--- config.mk ---
export PLATFORM = sky130hd
export DESIGN_NAME = zsal_ctrl
export DESIGN_NICKNAME = d
export VERILOG_FILES = /design/src/zsal_pkg.sv /design/src/zsal_ctrl.sv
export SDC_FILE = /design/constraint.sdc
export NUM_CORES = 1
export LEC_CHECK = 0
export ABC_AREA = 1
export BUFFER_PORTS_ARGS = -buffer_cell sky130_fd_sc_hd__clkbuf_2
export CAP_MARGIN = 20
export CORE_MARGIN = 5
export CORE_UTILIZATION = 48
export CTS_CLUSTER_SIZE = 14
export DETAILED_ROUTE_END_ITERATION = 6
export GPL_TIMING_DRIVEN = 0
export PLACE_DENSITY = 0.85
export SLEW_MARGIN = 20
export SYNTH_ARGS = -nofsm -noshare
export SYNTH_HDL_FRONTEND = slang
export SYNTH_SLANG_ARGS = --single-unit
--- constraint.sdc ---
create_clock -name clk_i -period 3 [get_ports clk_i]
set_input_delay 0.3 -clock clk_i [delete_from_list [all_inputs] [get_ports clk_i]]
set_output_delay 0.3 -clock clk_i [all_outputs]
set_load 0.02 [all_outputs]
--- src/zsal_pkg.sv ---
// Shared types and constants for the zero-sentinel array list.
`default_nettype none

package zsal_pkg;

  localparam int unsigned IdxW  = 8;
  localparam int unsigned DataW = 32;

  typedef enum logic [1:0] {
    OP_READ   = 2'd0,
    OP_SET    = 2'd1,
    OP_INSERT = 2'd2,
    OP_REMOVE = 2'd3
  } op_e;

  typedef enum logic [1:0] {
    ST_OK    = 2'd0,
    ST_EMPTY = 2'd1,
    ST_FULL  = 2'd2,
    ST_ZERO  = 2'd3
  } status_e;

  typedef struct packed {
    op_e                     op;
    logic [IdxW-1:0]         index;
    logic signed [DataW-1:0] value;
  } req_t;

  typedef struct packed {
    logic signed [DataW-1:0] data;
    status_e                 status;
  } resp_t;

  // pointer update
  typedef enum logic [1:0] {
    PTR_HOLD,
    PTR_INC,
    PTR_DEC,
    PTR_IDX1
  } ptr_op_e;

  // read address source
  typedef enum logic [1:0] {
    RD_IN,
    RD_NEXT,
    RD_BELOW
  } rd_sel_e;

  typedef enum logic [1:0] {
    WA_PTR,
    WA_PTRM1,
    WA_IDX
  } wa_sel_e;

  typedef enum logic [1:0] {
    WD_ZERO,
    WD_VAL,
    WD_RDATA
  } wd_sel_e;

  typedef enum logic [1:0] {
    RES_ZERO,
    RES_CUR,
    RES_HELD
  } res_sel_e;

  typedef struct packed {
    logic     load_req;
    logic     cap_cur;
    ptr_op_e  ptr_op;
    rd_sel_e  rd_sel;
    logic     wr_en;
    wa_sel_e  wa_sel;
    wd_sel_e  wd_sel;
    logic     res_load;
    res_sel_e res_sel;
    status_e  res_status;
    logic     out_load;
  } cmd_t;

  typedef struct packed {
    op_e  op;
    logic val_zero;
    logic in_store;
    logic cur_zero;
    logic rd_zero;
    logic ptr_end;
    logic ptr_last;
    logic ptr_at_idx;
  } sts_t;

endpackage

`default_nettype wire

--- src/zsal_ctrl.sv ---
// Controller: sequences clear pass, lookup, search, shifts and result hand-off.
`default_nettype none

module zsal_ctrl import zsal_pkg::*; (
  input  wire logic clk_i,
  input  wire logic rst_ni,
  input  wire logic in_valid_i,
  output logic      in_ready_o,
  output logic      out_valid_o,
  input  wire logic out_ready_i,
  output cmd_t      cmd_o,
  input  wire sts_t sts_i
);

  typedef enum logic [2:0] {
    S_CLEAR,
    S_IDLE,
    S_LOOK,
    S_SEARCH,
    S_SHIFT,
    S_REMOVE,
    S_DONE
  } state_e;

  state_e state_q, state_d;
  logic   out_valid_q, out_valid_d;
  logic   accept;

  assign in_ready_o  = state_q == S_IDLE;
  assign out_valid_o = out_valid_q;
  assign accept      = in_valid_i && in_ready_o;

  always_comb begin
    state_d     = state_q;
    out_valid_d = out_valid_q && !out_ready_i;
    cmd_o       = '{
      load_req:   1'b0,
      cap_cur:    1'b0,
      ptr_op:     PTR_HOLD,
      rd_sel:     RD_NEXT,
      wr_en:      1'b0,
      wa_sel:     WA_PTR,
      wd_sel:     WD_ZERO,
      res_load:   1'b0,
      res_sel:    RES_ZERO,
      res_status: ST_OK,
      out_load:   1'b0
    };

    case (state_q)
      S_CLEAR: begin
        cmd_o.wr_en  = 1'b1;
        cmd_o.ptr_op = PTR_INC;
        if (sts_i.ptr_last) begin
          state_d = S_IDLE;
        end
      end

      S_IDLE: begin
        cmd_o.rd_sel = RD_IN;
        if (accept) begin
          cmd_o.load_req = 1'b1;
          state_d        = S_LOOK;
        end
      end

      S_LOOK: begin
        cmd_o.cap_cur  = 1'b1;
        cmd_o.res_load = 1'b1;
        state_d        = S_DONE;
        case (sts_i.op)
          OP_READ: begin
            cmd_o.res_sel    = RES_CUR;
            cmd_o.res_status = sts_i.cur_zero ? ST_EMPTY : ST_OK;
          end
          OP_SET: begin
            if (sts_i.val_zero) begin
              cmd_o.res_status = ST_ZERO;
            end else if (sts_i.cur_zero) begin
              cmd_o.res_status = ST_EMPTY;
            end else begin
              cmd_o.wr_en  = 1'b1;
              cmd_o.wa_sel = WA_IDX;
              cmd_o.wd_sel = WD_VAL;
            end
          end
          OP_INSERT: begin
            if (sts_i.val_zero) begin
              cmd_o.res_status = ST_ZERO;
            end else if (!sts_i.in_store) begin
              cmd_o.res_status = ST_FULL;
            end else if (sts_i.cur_zero) begin
              cmd_o.wr_en  = 1'b1;
              cmd_o.wa_sel = WA_IDX;
              cmd_o.wd_sel = WD_VAL;
            end else begin
              cmd_o.res_load = 1'b0;
              cmd_o.ptr_op   = PTR_IDX1;
              state_d        = S_SEARCH;
            end
          end
          OP_REMOVE: begin
            if (sts_i.cur_zero) begin
              cmd_o.res_status = ST_EMPTY;
            end else begin
              cmd_o.res_load = 1'b0;
              cmd_o.ptr_op   = PTR_IDX1;
              state_d        = S_REMOVE;
            end
          end
          default: ;
        endcase
      end

      // ptr names the slot whose word sits on the read port
      S_SEARCH: begin
        if (sts_i.ptr_end) begin
          cmd_o.res_load   = 1'b1;
          cmd_o.res_status = ST_FULL;
          state_d          = S_DONE;
        end else if (sts_i.rd_zero) begin
          cmd_o.rd_sel = RD_BELOW;
          state_d      = S_SHIFT;
        end else begin
          cmd_o.ptr_op = PTR_INC;
        end
      end

      // move slot ptr-1 up into ptr, walking down to the index
      S_SHIFT: begin
        cmd_o.wr_en = 1'b1;
        if (sts_i.ptr_at_idx) begin
          cmd_o.wa_sel   = WA_IDX;
          cmd_o.wd_sel   = WD_VAL;
          cmd_o.res_load = 1'b1;
          state_d        = S_DONE;
        end else begin
          cmd_o.wa_sel = WA_PTR;
          cmd_o.wd_sel = WD_RDATA;
          cmd_o.ptr_op = PTR_DEC;
          cmd_o.rd_sel = RD_BELOW;
        end
      end

      // move slot ptr down into ptr-1 until an empty word is moved
      S_REMOVE: begin
        cmd_o.wr_en   = 1'b1;
        cmd_o.wa_sel  = WA_PTRM1;
        cmd_o.res_sel = RES_HELD;
        if (sts_i.ptr_end) begin
          cmd_o.wd_sel   = WD_ZERO;
          cmd_o.res_load = 1'b1;
          state_d        = S_DONE;
        end else begin
          cmd_o.wd_sel = WD_RDATA;
          if (sts_i.rd_zero) begin
            cmd_o.res_load = 1'b1;
            state_d        = S_DONE;
          end else begin
            cmd_o.ptr_op = PTR_INC;
          end
        end
      end

      S_DONE: begin
        if (!out_valid_q || out_ready_i) begin
          cmd_o.out_load = 1'b1;
          out_valid_d    = 1'b1;
          state_d        = S_IDLE;
        end
      end

      default: state_d = S_IDLE;
    endcase
  end

  always_ff @(posedge clk_i or negedge rst_ni) begin
    if (!rst_ni) begin
      state_q     <= S_CLEAR;
      out_valid_q <= 1'b0;
    end else begin
      state_q     <= state_d;
      out_valid_q <= out_valid_d;
    end
  end

`ifndef SYNTHESIS
  a_clear_ends_at_last: assert property (@(posedge clk_i) disable iff (!rst_ni)
    (state_q == S_CLEAR && state_d != S_CLEAR) |-> sts_i.ptr_last)
    else $error("clear pass left before last slot");

  a_accept_to_look: assert property (@(posedge clk_i) disable iff (!rst_ni)
    accept |=> state_q == S_LOOK)
    else $error("accepted word did not enter lookup");

  a_out_from_done: assert property (@(posedge clk_i) disable iff (!rst_ni)
    $rose(out_valid_q) |-> $past(state_q) == S_DONE)
    else $error("result presented outside hand-off");

  a_zero_no_write: assert property (@(posedge clk_i) disable iff (!rst_ni)
    (state_q == S_LOOK && sts_i.val_zero &&
     (sts_i.op == OP_SET || sts_i.op == OP_INSERT)) |-> !cmd_o.wr_en)
    else $error("zero value reached the store");
`endif

endmodule

`default_nettype wire
==> results.md <==
- Post-CTS Resized: 0
- Syn_nets: between 100 and 150
- Global-route wire length before repair: ~2900 um
- Setup TNS: 0 ns
- Fin util: between 60% and 70%
- CTS Buffer Depth: 2
- DR pass1 iterations: 4
- Fillcell total: approximately 120
- Total core area: approximately 1300 um2
- DRC violations left: 0
- # rows: 13
- Vias in the first global route: ~740
- Ys async rst share: 100%
- CTS Buf Count: 3
- Status: finished, final reports clean
- Post-DR vias/cell: between 5 and 6
- Top cell type's share of synthesized area: around 16%
- Setup bufs post-CTS: 0
- H-tree depth: 1
- Compound-Gate Fraction of Synth Area: roughly an eighth
- Hold_buf cts: 1
- Maxcap violations: 0
- Required @ worst endpoint: between 2 and 3 ns
- Avg WL per Cell: approximately 11 um
- Synth cell types: 25
- Largest family of logic cells by synthesized area: simple AND/OR/NAND/NOR gates
- Skew-Pair Late Insertion Delay: 0.24 ns
- CP Max Fanout: 7
- Leading post-synthesis cells by cell area: nand2_1 16%, dfrtp_1 15%, ha_1 9.5%
- Crit-path max cell delay: roughly 0.5 ns
- Max IR drop VDD: ~450 uV
- Setup WS post-layout: 1.08 ns
- Final Skew: between 0.003 and 0.004 ns
- # setup viols final: 0
- Synth Flop Type: dfrtp_1
- CP bufs+invs: 4
- Critical Path Start: state_q[2]
- RD Place Congestion: about 0.8
- Crit path launch type: flop
- Die H: 47.1 um
- Worst-path clk slew: around 0.040 ns
- Tot GR Track Use: between 10% and 20%
- Sequential cell area: about 100 um2
- N_diodes: 0
- Detailed Route Iter0 Violations: 13
- Routed via count: ~840
- Io pins: 32
- Cell accounting for the most synthesized area: nand2_1
- XOR/XNOR Fraction of Synth Area: 0%
- CP top delay family: buffers and inverters
- Total gr overflow: 0
- TritonCTS clock tree: built
- Pwr dens: 966 nW/um2
- Register area share after synthesis: 15.2%
- DRT antenna net count: 0
- Synth Cell Area: between 600 and 700 um2
- Initial antenna violation count: 0
- Synth Area in Adders: 9.47%
- Reg-to-Reg Start: state_q[1]
- Post-DP HPWL: roughly 1500 um
- Die width: 47.1 um
- Final #Nets: 164
- Worst Hold Class: input port to flop
- Syn Inst Count: between 100 and 150
- Layout cells sized above 1: a little under two fifths
- Post-synthesis mux area share: 0%
- Placed cells: about 160
- Drt total wl: about 1800 um
- Area of the multi-input gates: 475 um2
- CP Cell Sequence: inv_4 > nand3_2 > inv_2 > o211ai_1 > nand2_1 > buf_4 > clkbuf_2
- Avg Cell Area, Syn: 6.06 um2
- Root buffer cell: clkbuf_4
- CP Capture Type: output port
- Starting density of the core: 50.8%
- Worst Setup Slack post-DPL: 1.19 ns
- Tmin final: between 1.5 and 2 ns
- Slew HR: between 70% and 80%
- Final Max Tran Viols: 0
- Clock Sinks: 4
- Measured slew at the worst slew-check pin: about 0.34 ns
- Max Clock Freq: between 0.5 and 0.6 GHz
- Fin crit share: roughly 64%
- Post-synth EDFFs: 0
- Crit Path Class: flop to output port
- Unrepaired setup endpoints after global routing: no
- Area Overhead vs Synth: 31.2%
- Post-synthesis simple-gate area fraction: 49.8%
- Final Hold Violating Endpoints: 0
- Fin cells: ~160
- Largest net degree at the start of global routing: 8
- Die footprint: between 2000 and 2500 um2
- Critical path arrival: 1.62 ns
- Port bufs: 31
- Synthesis-stage register bit count: 4
- Hold Crit Start: out_ready_i
- Pleak: 0.570 nW
- Synth warnings: 0
- Slowest-stage cell, CP: dfrtp_1
==> routing by layer <==
| layer | vias to the layer above | track usage (%) | routed length [um] |
|---|---|---|---|
| li1 | 424 | - | - |
| met1 | 385 | 22.0 | 724 |
| met2 | 27 | 31.4 | 923 |
| met3 | 2 | 3.45 | 108 |
| met4 | 0 | 4.42 | 13 |
| met5 | - | 0 | 0 |
==> flip-flops by register name, summed over array words and instances, names as in the netlist <==
register	flops
state_q	3
out_valid_o	1
==> layout by cell type (no fill, tap or decap), types with 2 or more instances in the layout <==
cell	Yosys	final
a21oi_1	3	3
dfrtp_1	4	4
o21ai_0	2	2
o21ai_1	2	2
nand3_1	12	12
nand3b_1	2	2
ha_1	5	5
clkbuf_2	0	31
nand2_2	4	4
inv_1	15	15
nor2_2	3	3
clkbuf_4	0	3
nand3_2	4	4
nand2_1	29	29
inv_2	4	4
nor2_1	9	9
==> report_power, final <==
| group | switching, mW | internal, mW | leakage (nW) | total (mW) |
|---|---|---|---|---|
| clock network | 0.0248 | 0.0449 | 0.0138 | 0.0698 |
| logic | 0.417 | 0.211 | 0.506 | 0.628 |
| registers | 0.0584 | 0.0823 | 0.0502 | 0.141 |
| total | 0.500 | 0.338 | 0.570 | 0.838 |
==> synthesized netlist by cell type, drive strengths merged, types with 3 or more instances <==
cell type	count
nand2	33
inv	20
ha	5
dfrtp	4
a21oi	3
nand3	16
nand3b	3
nor2	13
o21ai	4
==> worst reg2reg max path, stage by stage, from the launching register on <==
cell	delay [ns]
dfrtp_1	0.47
nor2_2	0.26
nand3b_2	0.17
nand2_1	0.09
inv_1	0.04
nand3_1	0.09
nand2_1	0.06
nand2_1	0.08
==> final cells by class <==
class	count	share of cell area, %
Multi-Input combinational cell	84	54.8
Timing Repair Buffer	32	19.0
Sequential cell	4	11.5
Inverter	20	8.95
Clock buffer	3	2.60
Tap cell	15	2.16
Buffer	1	0.866
==> cells by family (layout without fill, tap and decap cells) <==
logic type      count (synthesis)  after routing
compound gates                 13             13
fa+ha+maj                       5              5
buf+inv                        21             56
flops                           4              4
simple gates                   66             66
==> worst paths after layout <==
check,endpoint,slack (ns),cells after the start
worst max-delay path,cmd_o[9],1.08,7
worst min-delay path,out_valid_o,0.38,4
worst max register to register,state_q[2],1.68,7
worst min register to register,out_valid_o,0.60,2
max in group asynchronous,state_q[2],2.48,2
min in group asynchronous,state_q[0],0.40,2
==> per-stage QoR <==
stage / cell area [um2] / power [mW] / hold slack, ns
after floorplan: 661 / 0.584 / 0.00441
after global placement: 835 / 0.749 / 0.104
after detailed placement: 835 / 0.765 / 0.111
after CTS: 867 / 0.835 / 0.379
after global routing: 867 / 0.908 / 0.387
final: 867 / 0.838 / 0.375
Note: power is estimated with default switching activity, not from simulation.
